$ cat config.mk
export PLATFORM = sky130hd
export DESIGN_NAME = three_stacks_shared_array
export DESIGN_NICKNAME = d
export VERILOG_FILES = /design/src/design/tss_pkg.sv /design/src/design/three_stacks_shared_array.sv /design/src/design/tss_ram.sv /design/src/design/tss_ctrl.sv /design/src/design/tss_datapath.sv
export SDC_FILE = /design/constraint.sdc
export NUM_CORES = 1
export LEC_CHECK = 0
export ABC_AREA = 0
export ABC_CLOCK_PERIOD_IN_PS = 6000
export BUFFER_PORTS_ARGS = -buffer_cell sky130_fd_sc_hd__buf_2
export CAP_MARGIN = 0
export CORE_ASPECT_RATIO = 0.8
export CORE_MARGIN = 5
export CORE_UTILIZATION = 62
export CTS_BUF_LIST = sky130_fd_sc_hd__clkbuf_16
export DETAILED_ROUTE_END_ITERATION = 7
export PLACE_DENSITY = 0.79
export SYNTH_ARGS = -nofsm -noshare
export SYNTH_HDL_FRONTEND = slang
export SYNTH_HIERARCHICAL = 1
export SYNTH_SLANG_ARGS = --single-unit
export TNS_END_PERCENT = 1
$ cat constraint.sdc
create_clock -name clock -period 6 [get_ports clock]
set_input_delay 0.6 -clock clock [delete_from_list [all_inputs] [get_ports clock]]
set_output_delay 0.6 -clock clock [all_outputs]
set_load 0.03 [all_outputs]
$ cat src/design/tss_pkg.sv
// Shared types and constants for the three-stack shared-array block.
package tss_pkg;

   // Fixed width of the transaction value fields
   localparam int VALUE_WIDTH = 32;

   // Action codes
   localparam logic ACT_PUSH = 1'b0;
   localparam logic ACT_POP  = 1'b1;

   // Stack select codes
   typedef enum logic [1:0] {
      STK_BOTTOM = 2'd0,
      STK_TOP    = 2'd1,
      STK_MIDDLE = 2'd2,
      STK_NONE   = 2'd3
   } stack_type;

   // Response status codes
   typedef enum logic [1:0] {
      STATUS_OK        = 2'd0,
      STATUS_OVERFLOW  = 2'd1,
      STATUS_UNDERFLOW = 2'd2,
      STATUS_NO_STACK  = 2'd3
   } status_type;

   // Result selection for the response register
   typedef enum logic [1:0] {
      RES_PUSHED    = 2'd0,
      RES_OVERFLOW  = 2'd1,
      RES_UNDERFLOW = 2'd2,
      RES_NO_STACK  = 2'd3
   } res_code_type;

   // Controller states
   typedef enum logic [2:0] {
      ST_IDLE,
      ST_DECIDE,
      ST_SHIFT,
      ST_DRAIN,
      ST_WRITE,
      ST_POP_WAIT,
      ST_DONE
   } state_type;

   // Commands from controller to datapath
   typedef struct packed {
      logic         capture;
      logic         shift_up;
      logic         shift_down;
      logic         shift_step;
      logic         push_write;
      logic         pop_read;
      logic         res_set;
      res_code_type res_code;
      logic         res_pop;
      logic         rsp_load;
   } cmd_type;

   // Status from datapath to controller
   typedef struct packed {
      logic      action;
      stack_type sel;
      logic      full;
      logic      bottom_meets;
      logic      upper_meets;
      logic      mid_empty;
      logic      empty;
      logic      shift_last;
   } sts_type;

endpackage

$ cat src/design/three_stacks_shared_array.sv
// Three LIFO stacks in one shared memory of CAPACITY words. Stack 0 grows up from
// address 0, stack 1 grows down from the top address and stack 2 grows up from a base
// that starts at CAPACITY/3 and moves when another stack runs into it. Each request
// transaction is a push or pop naming one stack and yields exactly one response
// transaction with pop_value and status (0 ok, 1 overflow, 2underflow, 3 no such
// stack). A pop or a push that needs no move passes through decide, write or pop wait
// and done before the next acceptance; a push that must move the middle stack of n
// words (n is at most CAPACITY - 1) also passes through shift and drain, since the
// memory has one read and one write port and the move copies one word per cycle. A new
// request is taken while an earlier response still waits on rsp_stall.
module three_stacks_shared_array #(
   parameter int CAPACITY   = 16,
   parameter int WORD_WIDTH = 32
) (
   input  logic               clock,
   input  logic               reset,
   input  logic               req_valid,
   output logic               req_stall,
   input  logic               req_action,
   input  logic [1:0]         req_stack_select,
   input  logic signed [31:0] req_push_value,
   output logic               rsp_valid,
   input  logic               rsp_stall,
   output logic signed [31:0] rsp_pop_value,
   output logic [1:0]         rsp_status
);

   tss_pkg::cmd_type cmd;
   tss_pkg::sts_type sts;
   logic [tss_pkg::VALUE_WIDTH-1:0] pop_value;

   tss_ctrl u_ctrl (
      .clock     (clock),
      .reset     (reset),
      .req_valid (req_valid),
      .req_stall (req_stall),
      .rsp_valid (rsp_valid),
      .rsp_stall (rsp_stall),
      .sts       (sts),
      .cmd       (cmd)
   );

   tss_datapath #(
      .CAPACITY   (CAPACITY),
      .WORD_WIDTH (WORD_WIDTH)
   ) u_datapath (
      .clock            (clock),
      .reset            (reset),
      .cmd              (cmd),
      .sts              (sts),
      .req_action       (req_action),
      .req_stack_select (req_stack_select),
      .req_push_value   (req_push_value),
      .rsp_pop_value    (pop_value),
      .rsp_status       (rsp_status)
   );

   assign rsp_pop_value = $signed(pop_value);

endmodule

$ cat src/design/tss_ram.sv
// Generic single-write, single-read RAM with registered read data.
module tss_ram #(
   parameter int WIDTH = 32,
   parameter int DEPTH = 16
) (
   input  logic                     clock,
   input  logic                     wr_en,
   input  logic [$clog2(DEPTH)-1:0] wr_addr,
   input  logic [WIDTH-1:0]         wr_data,
   input  logic                     rd_en,
   input  logic [$clog2(DEPTH)-1:0] rd_addr,
   output logic [WIDTH-1:0]         rd_data
);

   logic [WIDTH-1:0] mem_ff [DEPTH];
   logic [WIDTH-1:0] rd_data_ff;

   // Write port
   always_ff @(posedge clock) begin
      if (wr_en) begin
         mem_ff[wr_addr] <= wr_data;
      end
   end

   // Registered read port
   always_ff @(posedge clock) begin
      if (rd_en) begin
         rd_data_ff <= mem_ff[rd_addr];
      end
   end

   assign rd_data = rd_data_ff;

endmodule

$ cat src/design/tss_ctrl.sv
// Controller state machine for the three-stack shared-array block.
module tss_ctrl (
   input  logic             clock,
   input  logic             reset,
   input  logic             req_valid,
   output logic             req_stall,
   output logic             rsp_valid,
   input  logic             rsp_stall,
   input  tss_pkg::sts_type sts,
   output tss_pkg::cmd_type cmd
);

   tss_pkg::state_type state_ff, state_in;
   logic               rsp_valid_ff, rsp_valid_in;
   logic               slot_free;

   assign slot_free = !rsp_valid_ff || !rsp_stall;

   // Next state
   always_comb begin
      state_in = state_ff;
      unique case (state_ff)
         tss_pkg::ST_IDLE: begin
            if (req_valid) state_in = tss_pkg::ST_DECIDE;
         end
         tss_pkg::ST_DECIDE: begin
            priority if (sts.sel == tss_pkg::STK_NONE) begin
               state_in = tss_pkg::ST_DONE;
            end else if (sts.action == tss_pkg::ACT_PUSH) begin
               priority if (sts.full) begin
                  state_in = tss_pkg::ST_DONE;
               end else if ((sts.sel == tss_pkg::STK_BOTTOM && sts.bottom_meets) ||
                            (sts.sel != tss_pkg::STK_BOTTOM && sts.upper_meets)) begin
                  state_in = sts.mid_empty ? tss_pkg::ST_WRITE : tss_pkg::ST_SHIFT;
               end else begin
                  state_in = tss_pkg::ST_WRITE;
               end
            end else begin
               state_in = sts.empty ? tss_pkg::ST_DONE : tss_pkg::ST_POP_WAIT;
            end
         end
         tss_pkg::ST_SHIFT: begin
            if (sts.shift_last) state_in = tss_pkg::ST_DRAIN;
         end
         tss_pkg::ST_DRAIN:    state_in = tss_pkg::ST_WRITE;
         tss_pkg::ST_WRITE:    state_in = tss_pkg::ST_DONE;
         tss_pkg::ST_POP_WAIT: state_in = tss_pkg::ST_DONE;
         tss_pkg::ST_DONE: begin
            if (slot_free) state_in = tss_pkg::ST_IDLE;
         end
         default: state_in = tss_pkg::ST_IDLE;
      endcase
   end

   // Command outputs
   always_comb begin
      cmd          = '0;
      cmd.res_code = tss_pkg::RES_PUSHED;
      unique case (state_ff)
         tss_pkg::ST_IDLE: begin
            cmd.capture = req_valid;
         end
         tss_pkg::ST_DECIDE: begin
            priority if (sts.sel == tss_pkg::STK_NONE) begin
               cmd.res_set  = 1'b1;
               cmd.res_code = tss_pkg::RES_NO_STACK;
            end else if (sts.action == tss_pkg::ACT_PUSH) begin
               priority if (sts.full) begin
                  cmd.res_set  = 1'b1;
                  cmd.res_code = tss_pkg::RES_OVERFLOW;
               end else if (sts.sel == tss_pkg::STK_BOTTOM && sts.bottom_meets) begin
                  cmd.shift_up = 1'b1;
               end else if (sts.sel != tss_pkg::STK_BOTTOM && sts.upper_meets) begin
                  cmd.shift_down = 1'b1;
               end else begin
                  cmd.shift_up = 1'b0;
               end
            end else begin
               if (sts.empty) begin
                  cmd.res_set  = 1'b1;
                  cmd.res_code = tss_pkg::RES_UNDERFLOW;
               end else begin
                  cmd.pop_read = 1'b1;
               end
            end
         end
         tss_pkg::ST_SHIFT: begin
            cmd.shift_step = 1'b1;
         end
         tss_pkg::ST_DRAIN: begin
            cmd.shift_step = 1'b0;
         end
         tss_pkg::ST_WRITE: begin
            cmd.push_write = 1'b1;
            cmd.res_set    = 1'b1;
            cmd.res_code   = tss_pkg::RES_PUSHED;
         end
         tss_pkg::ST_POP_WAIT: begin
            cmd.res_pop = 1'b1;
         end
         tss_pkg::ST_DONE: begin
            cmd.rsp_load = slot_free;
         end
         default: cmd = '0;
      endcase
   end

   // Hold the response valid until the transaction is taken
   always_comb begin
      rsp_valid_in = rsp_valid_ff;
      if (rsp_valid_ff && !rsp_stall) rsp_valid_in = 1'b0;
      if (cmd.rsp_load) rsp_valid_in = 1'b1;
   end

   always_ff @(posedge clock) begin
      if (reset) begin
         state_ff     <= tss_pkg::ST_IDLE;
         rsp_valid_ff <= 1'b0;
      end else begin
         state_ff     <= state_in;
         rsp_valid_ff <= rsp_valid_in;
      end
   end

   assign req_stall = (state_ff != tss_pkg::ST_IDLE);
   assign rsp_valid = rsp_valid_ff;

endmodule

$ cat src/design/tss_datapath.sv
// Datapath: stack pointers, shift sequencer, shared memory and response registers.
module tss_datapath #(
   parameter int CAPACITY   = 16,
   parameter int WORD_WIDTH = 32
) (
   input  logic                                 clock,
   input  logic                                 reset,
   input  tss_pkg::cmd_type                     cmd,
   output tss_pkg::sts_type                     sts,
   input  logic                                 req_action,
   input  logic [1:0]                           req_stack_select,
   input  logic [tss_pkg::VALUE_WIDTH-1:0]      req_push_value,
   output logic [tss_pkg::VALUE_WIDTH-1:0]      rsp_pop_value,
   output logic [1:0]                           rsp_status
);

   localparam int AW = $clog2(CAPACITY + 1);   // pointer width, holds 0..CAPACITY
   localparam int MW = $clog2(CAPACITY);       // memory address width
   localparam logic [AW-1:0] PTR_CAP  = AW'(CAPACITY);
   localparam logic [AW-1:0] PTR_MID  = AW'(CAPACITY / 3);
   localparam logic [AW-1:0] PTR_ONE  = AW'(1);
   localparam logic [WORD_WIDTH-1:0] SENT_W = WORD_WIDTH'(1) << (WORD_WIDTH - 1);
   localparam logic [tss_pkg::VALUE_WIDTH-1:0] SENTINEL = tss_pkg::VALUE_WIDTH'(SENT_W);

   // Latched transaction
   logic                            item_action_ff;
   tss_pkg::stack_type              item_sel_ff;
   logic [tss_pkg::VALUE_WIDTH-1:0] item_value_ff;

   // Pointers, all biased to 0..CAPACITY:
   // bot = count of bottom stack, upp = upper top, mb = middle base, mt = middle top + 1
   logic [AW-1:0] bot_ff, bot_in;
   logic [AW-1:0] upp_ff, upp_in;
   logic [AW-1:0] mb_ff,  mb_in;
   logic [AW-1:0] mt_ff,  mt_in;

   // Shift sequencer
   logic [AW-1:0] cnt_ff, cnt_in;
   logic [MW-1:0] src_ff, src_in;
   logic          dir_up_ff, dir_up_in;
   logic          wr_pend_ff;
   logic [MW-1:0] wr_addr_ff;

   // Result and response registers
   logic [tss_pkg::VALUE_WIDTH-1:0] res_value_ff;
   tss_pkg::status_type             res_status_ff;
   logic [tss_pkg::VALUE_WIDTH-1:0] rsp_value_ff;
   tss_pkg::status_type             rsp_status_ff;

   // Memory ports
   logic                  ram_wr_en;
   logic [MW-1:0]         ram_wr_addr;
   logic [WORD_WIDTH-1:0] ram_wr_data;
   logic                  ram_rd_en;
   logic [MW-1:0]         ram_rd_addr;
   logic [WORD_WIDTH-1:0] ram_rd_data;

   logic [AW-1:0] bot_dec, upp_dec, mt_dec;
   logic [MW-1:0] push_addr, pop_addr;

   assign bot_dec = bot_ff - PTR_ONE;
   assign upp_dec = upp_ff - PTR_ONE;
   assign mt_dec  = mt_ff - PTR_ONE;

   // Status toward the controller
   always_comb begin
      sts.action       = item_action_ff;
      sts.sel          = item_sel_ff;
      sts.bottom_meets = (mb_ff == bot_ff);
      sts.upper_meets  = (upp_ff == mt_ff);
      sts.full         = sts.bottom_meets && sts.upper_meets;
      sts.mid_empty    = (mb_ff == mt_ff);
      sts.shift_last   = (cnt_ff == PTR_ONE);
      unique case (item_sel_ff)
         tss_pkg::STK_BOTTOM: sts.empty = (bot_ff == '0);
         tss_pkg::STK_TOP:    sts.empty = (upp_ff == PTR_CAP);
         tss_pkg::STK_MIDDLE: sts.empty = (mb_ff == mt_ff);
         tss_pkg::STK_NONE:   sts.empty = 1'b0;
         default:             sts.empty = 1'b0;
      endcase
   end

   // Addresses of the selected stack's top
   always_comb begin
      unique case (item_sel_ff)
         tss_pkg::STK_BOTTOM: begin
            push_addr = bot_ff[MW-1:0];
            pop_addr  = bot_dec[MW-1:0];
         end
         tss_pkg::STK_TOP: begin
            push_addr = upp_dec[MW-1:0];
            pop_addr  = upp_ff[MW-1:0];
         end
         tss_pkg::STK_MIDDLE: begin
            push_addr = mt_ff[MW-1:0];
            pop_addr  = mt_dec[MW-1:0];
         end
         default: begin
            push_addr = '0;
            pop_addr  = '0;
         end
      endcase
   end

   // Pointer and shift sequencer updates
   always_comb begin
      bot_in    = bot_ff;
      upp_in    = upp_ff;
      mb_in     = mb_ff;
      mt_in     = mt_ff;
      cnt_in    = cnt_ff;
      src_in    = src_ff;
      dir_up_in = dir_up_ff;
      if (cmd.shift_up) begin
         // Middle block moves up: copy from its top down to its base
         mb_in     = mb_ff + PTR_ONE;
         mt_in     = mt_ff + PTR_ONE;
         cnt_in    = mt_ff - mb_ff;
         src_in    = mt_dec[MW-1:0];
         dir_up_in = 1'b1;
      end
      if (cmd.shift_down) begin
         // Middle block moves down: copy from its base up to its top
         mb_in     = mb_ff - PTR_ONE;
         mt_in     = mt_dec;
         cnt_in    = mt_ff - mb_ff;
         src_in    = mb_ff[MW-1:0];
         dir_up_in = 1'b0;
      end
      if (cmd.shift_step) begin
         cnt_in = cnt_ff - PTR_ONE;
         src_in = dir_up_ff ? src_ff - MW'(1) : src_ff + MW'(1);
      end
      if (cmd.push_write) begin
         unique case (item_sel_ff)
            tss_pkg::STK_BOTTOM: bot_in = bot_ff + PTR_ONE;
            tss_pkg::STK_TOP:    upp_in = upp_dec;
            tss_pkg::STK_MIDDLE: mt_in  = mt_ff + PTR_ONE;
            default:             bot_in = bot_ff;
         endcase
      end
      if (cmd.pop_read) begin
         unique case (item_sel_ff)
            tss_pkg::STK_BOTTOM: bot_in = bot_dec;
            tss_pkg::STK_TOP:    upp_in = upp_ff + PTR_ONE;
            tss_pkg::STK_MIDDLE: mt_in  = mt_dec;
            default:             bot_in = bot_ff;
         endcase
      end
   end

   // Memory port selection: shift copies own the write port while pending
   always_comb begin
      ram_rd_en   = cmd.shift_step || cmd.pop_read;
      ram_rd_addr = cmd.shift_step ? src_ff : pop_addr;
      ram_wr_en   = wr_pend_ff || cmd.push_write;
      ram_wr_addr = wr_pend_ff ? wr_addr_ff : push_addr;
      ram_wr_data = wr_pend_ff ? ram_rd_data : WORD_WIDTH'(item_value_ff);
   end

   tss_ram #(
      .WIDTH (WORD_WIDTH),
      .DEPTH (CAPACITY)
   ) u_ram (
      .clock   (clock),
      .wr_en   (ram_wr_en),
      .wr_addr (ram_wr_addr),
      .wr_data (ram_wr_data),
      .rd_en   (ram_rd_en),
      .rd_addr (ram_rd_addr),
      .rd_data (ram_rd_data)
   );

   // Control registers
   always_ff @(posedge clock) begin
      if (reset) begin
         bot_ff     <= '0;
         upp_ff     <= PTR_CAP;
         mb_ff      <= PTR_MID;
         mt_ff      <= PTR_MID;
         cnt_ff     <= '0;
         dir_up_ff  <= 1'b0;
         wr_pend_ff <= 1'b0;
      end else begin
         bot_ff     <= bot_in;
         upp_ff     <= upp_in;
         mb_ff      <= mb_in;
         mt_ff      <= mt_in;
         cnt_ff     <= cnt_in;
         dir_up_ff  <= dir_up_in;
         wr_pend_ff <= cmd.shift_step;
      end
   end

   // Payload registers
   always_ff @(posedge clock) begin
      src_ff <= src_in;
      if (cmd.shift_step) begin
         wr_addr_ff <= dir_up_ff ? src_ff + MW'(1) : src_ff - MW'(1);
      end
      if (cmd.capture) begin
         item_action_ff <= req_action;
         item_sel_ff    <= tss_pkg::stack_type'(req_stack_select);
         item_value_ff  <= req_push_value;
      end
      if (cmd.res_set) begin
         unique case (cmd.res_code)
            tss_pkg::RES_PUSHED: begin
               res_value_ff  <= '0;
               res_status_ff <= tss_pkg::STATUS_OK;
            end
            tss_pkg::RES_OVERFLOW: begin
               res_value_ff  <= '0;
               res_status_ff <= tss_pkg::STATUS_OVERFLOW;
            end
            tss_pkg::RES_UNDERFLOW: begin
               res_value_ff  <= SENTINEL;
               res_status_ff <= tss_pkg::STATUS_UNDERFLOW;
            end
            tss_pkg::RES_NO_STACK: begin
               res_value_ff  <= SENTINEL;
               res_status_ff <= tss_pkg::STATUS_NO_STACK;
            end
            default: begin
               res_value_ff  <= '0;
               res_status_ff <= tss_pkg::STATUS_OK;
            end
         endcase
      end
      if (cmd.res_pop) begin
         res_value_ff  <= tss_pkg::VALUE_WIDTH'(ram_rd_data);
         res_status_ff <= tss_pkg::STATUS_OK;
      end
      if (cmd.rsp_load) begin
         rsp_value_ff  <= res_value_ff;
         rsp_status_ff <= res_status_ff;
      end
   end

   assign rsp_pop_value = rsp_value_ff;
   assign rsp_status    = rsp_status_ff;

   // Stacks never cross: bottom top, middle base, middle top, upper top stay ordered
   a_ptr_order: assert property (@(posedge clock) disable iff (reset)
      (bot_ff <= mb_ff) && (mb_ff <= mt_ff) && (mt_ff <= upp_ff) && (upp_ff <= PTR_CAP))
      else $error("stack pointers out of order");

   // A pending shift copy and a push write never share the write port
   a_wr_port: assert property (@(posedge clock) disable iff (reset)
      !(wr_pend_ff && cmd.push_write))
      else $error("shift copy collides with push write");

   // A shift step only runs while words remain to be moved
   a_shift_cnt: assert property (@(posedge clock) disable iff (reset)
      cmd.shift_step |-> (cnt_ff != '0))
      else $error("shift step with no words left");

   // A pop read is never issued on an empty stack
   a_pop_nonempty: assert property (@(posedge clock) disable iff (reset)
      cmd.pop_read |-> !sts.empty && (item_sel_ff != tss_pkg::STK_NONE))
      else $error("pop read of empty stack");

endmodule
Word-level counts from Yosys, hierarchy flattened
Memory sizes are Yosys's and may differ from the RTL's. A register that Yosys moved wholly into a read port is not among the register bits.
Index checks and enable logic that the tools add are counted.
{ "totals": {"inputBits": 39, "wordCells": 147, "out_inout_bits": 36, "ram_bits": 512, "n_memories": 1, "ff_bits": 142} }
{ "mem_list": {"columns": ["name", "words", "word_bits", "rd", "rd_clocked_by_memory_dff", "write_ports", "line", "text"], "rows": [
  ["u_datapath.u_ram.mem_ff", 16, 32, 1, 1, 1, "tss_ram.sv:15", "logic [WIDTH-1:0] mem_ff [DEPTH];"]
]} }
{ "classes": {"addsub": 12, "reduce_logical": 26, "mux": 69, "n_eq_ne": 21} }
{ "op_table": {"columns": ["operator", "count"], "rows": [
  ["$mux 32", 3],
  ["$mux 5", 18],
  ["$pmux 32 s2", 1],
  ["$mux 3", 12],
  ["$mux 4", 7],
  ["$sub 5x1->5 const B", 5],
  ["$pmux 4 s3", 2],
  ["$add 5x1->5 const B", 4],
  ["$pmux 3 s6", 1],
  ["$mux 1", 16],
  ["$eq 5x5->1", 3],
  ["$mux 2", 5],
  ["$pmux 5 s2", 1],
  ["$reduce_or 2->1", 5],
  ["$eq 3x3->1 const B", 3],
  ["$eq 2x2->1 const B", 4],
  ["$pmux 2 s4", 1],
  ["$reduce_bool 2->1", 4],
  ["$eq 3x2->1 const B", 2],
  ["$pmux 3 s2", 1],
  ["$reduce_bool 3->1", 2],
  ["$eq 5x1->1 const B", 1],
  ["$eq 5x5->1 const B", 1],
  ["$logic_not 5->1", 1],
  ["other kinds (15)", 25]
]} }

Logic depth before layout (Yosys ltp)
{ "logic_depth": {"ltp_word": 14, "mapped_depth": 16, "ltp_nobuf": 14} }

Modules after synthesis
The synthesis kept the hierarchy.
{ "by_module_without_submodules": {"columns": ["module", "cells_per_inst", "n_inst", "area_each_um2", "seq_area_each_um2"], "rows": [
  ["tss_ram", 838, 1, 20155.6, 16335.7],
  ["tss_datapath", 533, 1, 6640.1, 3853.7],
  ["tss_ctrl", 50, 1, 362.8, 80.1]
]} }

Least setup slack after synthesis
No wires, ideal clock.
{ "synth_timing": {"kind": "reg2reg", "startpoint": "reg u_datapath.item_sel_ff[0]", "endpoint": "mem u_datapath.u_ram.mem_ff[0][0], enable pin", "path_stages_with_launch": 9, "n_path_buf": 2, "t_arrival_ps": 4215, "path_slack_ps": 1324, "required_time_ps": 5539, "setup_time_ps": 461, "cell_sequence": "edfxtp_1 > inv_1 > ha_1 > buf_2 > buf_1 > a222oi_1 > o31ai_1 > or3b_2 > nor3_1"} }
{ "synth_between": {"elab_chain_cells": 3} }
{ "synth_rtl": {"columns": ["element", "line", "text"], "rows": [
  ["from (decl)", "tss_datapath.sv:27", "tss_pkg::stack_type item_sel_ff;"],
  ["from (signal assigned)", "tss_datapath.sv:203", "item_sel_ff <= tss_pkg::stack_type'(req_stack_select);"],
  ["$eq 2x2->1, or another cell as far along", "tss_datapath.sv:85", "unique case (item_sel_ff)"],
  ["$pmux 4 s3 *", "tss_datapath.sv:85", null],
  ["$mux 4 *", "tss_datapath.sv:157", "ram_wr_addr = wr_pend_ff ? wr_addr_ff : push_addr;"],
  ["via u_datapath.ram_wr_addr[2]", "tss_datapath.sv:52", "logic [MW-1:0] ram_wr_addr;"],
  ["to (decl)", "tss_ram.sv:15", null]
]} }
Mark *: on every way through the listed nets, which the timed path passes. The rest lies on a longest branch.

Worst setup path in the final report
{ "layout_timing": {"startpoint": "reg u_datapath.item_sel_ff[1]", "endpoint": "mem u_datapath.u_ram.mem_ff[13][9], enable pin"} }
The elaborated chain is that of the path after synthesis.

==> results by group <==
Routing
  • Vias/cell: 6.51
  • Wirelength, routed: 57,600 um
  • TritonRoute pass-1 iters: 6
  • Vias: 13,790
  • Drt drc: 0
  • Initial detailed-routing violation count: 1,620
  • Per-cell routed wire length: 27.2 um
  • Post-route ant nets: 0

Yosys
  • Async set or reset register ratio after synthesis: 0
  • Mapped Avg Cell Area: 19.1 um^2
  • Top cells by count, synth: edfxtp_1 (653), mux4_2 (128), a22oi_1 (67)
  • Sequential area share after synthesis: 0.746
  • Synthesized area: 27,200 um^2
  • Yosys top cell by area: edfxtp_1
  • Post-synth EDFFs: 653
  • Synth Net Count: 1,487
  • Post-Synthesis Cells: 1,421
  • Yosys cell types: 62
  • Top-count cell post-synth: edfxtp_1
  • Yosys reg bits: 686
  • Ys Warns: 6
  • Yosys top cell area share: 0.722
  • Main flop type after synthesis: edfxtp_1
  • Largest cells by area after synthesis: edfxtp_1 (72%), mux4_2 (11%), dfxtp_1 (2.4%)

Clock tree
  • Reg clk slew, reported paths: 0.07 ns
  • Clock tree from TritonCTS: done
  • Post-CTS Setup Inserts: 0
  • CTS Sinks: 686
  • H-tree level count: 2
  • Clock Root Buffer: clkbuf_16
  • Post-CTS Resized: 0
  • Clk Latency, worst-skew pair: 0.64 ns
  • Bufs on Longest Clock Path: 3
  • Num CTS Buffers: 61
  • # hold bufs at CTS: 0

Die
  • Area of the die: 48,100 um^2
  • DIE HEIGHT: 197 um
  • Top-Level Pins: 75
  • # rows: 68
  • Core footprint: 43,200 um^2
  • Die width: 244 um
  • Initial Util: 0.628

Global route
  • First-pass GRT wire length: 87,600 um
  • GRT Residual Overflow: 0
  • Largest net degree at the start of global routing: 129
  • Global Route Usage Sum: 0.243
  • Initial antenna violation count: 0
  • Vias in the first global route: 14,077

Placement
  • Final Wtd Congestion: 0.875
  • HPWL Detailed: 31,700 um
  • PortBufs: 74

Setup path
  • Crit Path Class: reg2reg
  • Crit-path cells: inv_1 > ha_1 > ha_1 > a211oi_1 > o31ai_1 > nand2b_1 > nor2_4 > buf_4
  • Top cell by count, worst path: ha_1
  • CP max stage cell: o31ai_1
  • Critical Path Max Stage Delay: 0.94 ns
  • Setup crit start kind: flip-flop
  • Critical path peak fanout: 18
  • Critical Path AT: 4.78 ns
  • Crit path capture type: flip-flop
  • Critical Path RT: 6.27 ns

Power
  • Peak VDD IR: 0.250 mV
  • Lkg Pwr: 9.77 nW
  • PwrDens: 358 nW/um^2

STA
  • Worst hold slack: 0.131 ns
  • Maximum operating frequency: 0.222 GHz
  • Slew headroom: 0.183
  • Setup tns final: 0 ns
  • Final Skew: 0.0194 ns
  • RSZ-0062 raised after global routing: false
  • Tcrit/Tclk final: 0.751
  • Crit path time final: 4.50 ns
  • Setup violators final: 0
  • Fin. max-slew vios: 0
  • Final hold violations: 0
  • Slew @ Worst Pin: 1.22 ns

Final layout
  • Nets: 1,574
  • N_diodes: 0
  • Area grow syn2layout: 10.9%
  • Layout cells sized above 1: 0.250

Min path
  • Worst Hold Class: in2reg

Outcome
  • Status: complete, no violations

Run
  • Max cap viols: 0
==> layout make-up <==
cell class / instances / area (um^2)
clock inverters: 51 / 330
clock buffers: 62 / 1550
well taps: 560 / 701
repair buffers: 101 / 598
flip-flops and latches: 686 / 20300
multi-input cells: 632 / 6570
inverters: 26 / 97.6
fillers: 2641 / 13100
==> worst max-delay path: cells and delay by family, from the launching register on <==
kind	cells	cell delay [ns]
and+or+nand+nor	2	1.12
DFF	1	0.49
AOI/OAI and AO/OA	2	1.01
buffers and inverters	2	0.63
adders and majority gates	2	0.88
==> worst paths after layout <==
path	startpoint	end	slack [ns]	cells past startpoint
worst max-delay path	u_datapath/item_sel_ff[1]$_DFFE_PP_	u_datapath/u_ram/mem_ff[13][9]$_DFFE_PP_	1.50	8
worst min register to register	u_datapath/res_value_ff[28]$_SDFFCE_PN0P_	u_datapath/rsp_pop_value[28]$_DFFE_PP_	0.42	0
worst max register to register	u_datapath/item_sel_ff[1]$_DFFE_PP_	u_datapath/u_ram/mem_ff[13][9]$_DFFE_PP_	1.50	8
worst min-delay path	req_push_value[0]	u_datapath/item_value_ff[0]$_DFFE_PP_	0.13	1
==> metrics by stage <==
stage,util,total power [mW],cell area [um^2],cells,setup WS (ns)
3_5_place_dp,0.653,7.19,28200,2005,1.58
4_1_cts,0.697,10.9,30100,2118,1.57
2_1_floorplan,-,6.77,27200,1421,1.32
5_1_grt,0.697,11.2,30100,2118,1.24
6_report,0.697,10.8,30100,2118,1.50
3_3_place_gp,0.653,7.14,28200,2005,1.80
==> logic make-up after synthesis <==
| kind of cell | Yosys count | synth area share |
|---|---|---|
| AO/OA/AOI/OAI | 162 | 0.0422 |
| XOR/XNOR | 28 | 0.00903 |
| adder cells (fa/ha/maj) | 27 | 0.0130 |
| buffers and inverters | 103 | 0.0185 |
| flip-flops | 686 | 0.746 |
| multiplexers | 181 | 0.127 |
| AND/OR/NAND/NOR | 234 | 0.0434 |
==> flip-flops by register name, indices dropped and copies added (netlist names) <==
signal,count
u_datapath/rsp_status,2
u_ctrl/rsp_valid,1
u_datapath/u_ram/rd_data,32
u_ctrl/state_ff,3
u_datapath/item_sel_ff,2
u_datapath/wr_pend_ff,1
u_datapath/rsp_pop_value,32
u_datapath/upp_ff,5
u_datapath/dir_up_ff,1
u_datapath/src_ff,4
u_datapath/bot_ff,5
u_datapath/u_ram/mem_ff,512
u_datapath/res_status_ff,2
u_datapath/res_value_ff,32
u_datapath/mb_ff,5
u_datapath/wr_addr_ff,4
u_datapath/item_value_ff,32
u_datapath/mt_ff,5
u_datapath/cnt_ff,5
u_datapath/item_action_ff,1
==> where the power goes <==
part	internal (mW)	switching (mW)
logic	0.550	0.860
registers	5.60	0.0940
clock network	2.00	1.69
total	8.14	2.65
==> metal layers <==
| metal | part of all wire | vias to the layer above | track usage |
|---|---|---|---|
| li1 | - | 5893 | - |
| met1 | 0.40 | 7118 | 0.356 |
| met2 | 0.48 | 688 | 0.386 |
| met3 | 0.097 | 89 | 0.0478 |
| met4 | 0.021 | 2 | 0.0687 |
| met5 | 0.0017 | - | 0.0147 |
==> cell usage in the layout, fill, tap and decap left out, types with 6 or more instances in the layout <==
master / instances
edfxtp_1: 653
mux4_2: 128
buf_2: 74
a22oi_1: 67
nand2_1: 64
clkbuf_16: 62
mux2_2: 39
inv_1: 38
and2_1: 36
nor2_1: 33
dfxtp_1: 32
a21oi_1: 29
buf_4: 25
ha_1: 25
clkinv_1: 21
xor2_1: 15
nor3_1: 14
o21ai_0: 14
nor2_4: 14
mux2i_1: 14
nand3_1: 13
xnor2_1: 13
nor2b_1: 10
nand2b_1: 10
clkinv_2: 9
nand3b_1: 8
and3_1: 7
or2_2: 6
(Power assumes the default switching activity.)
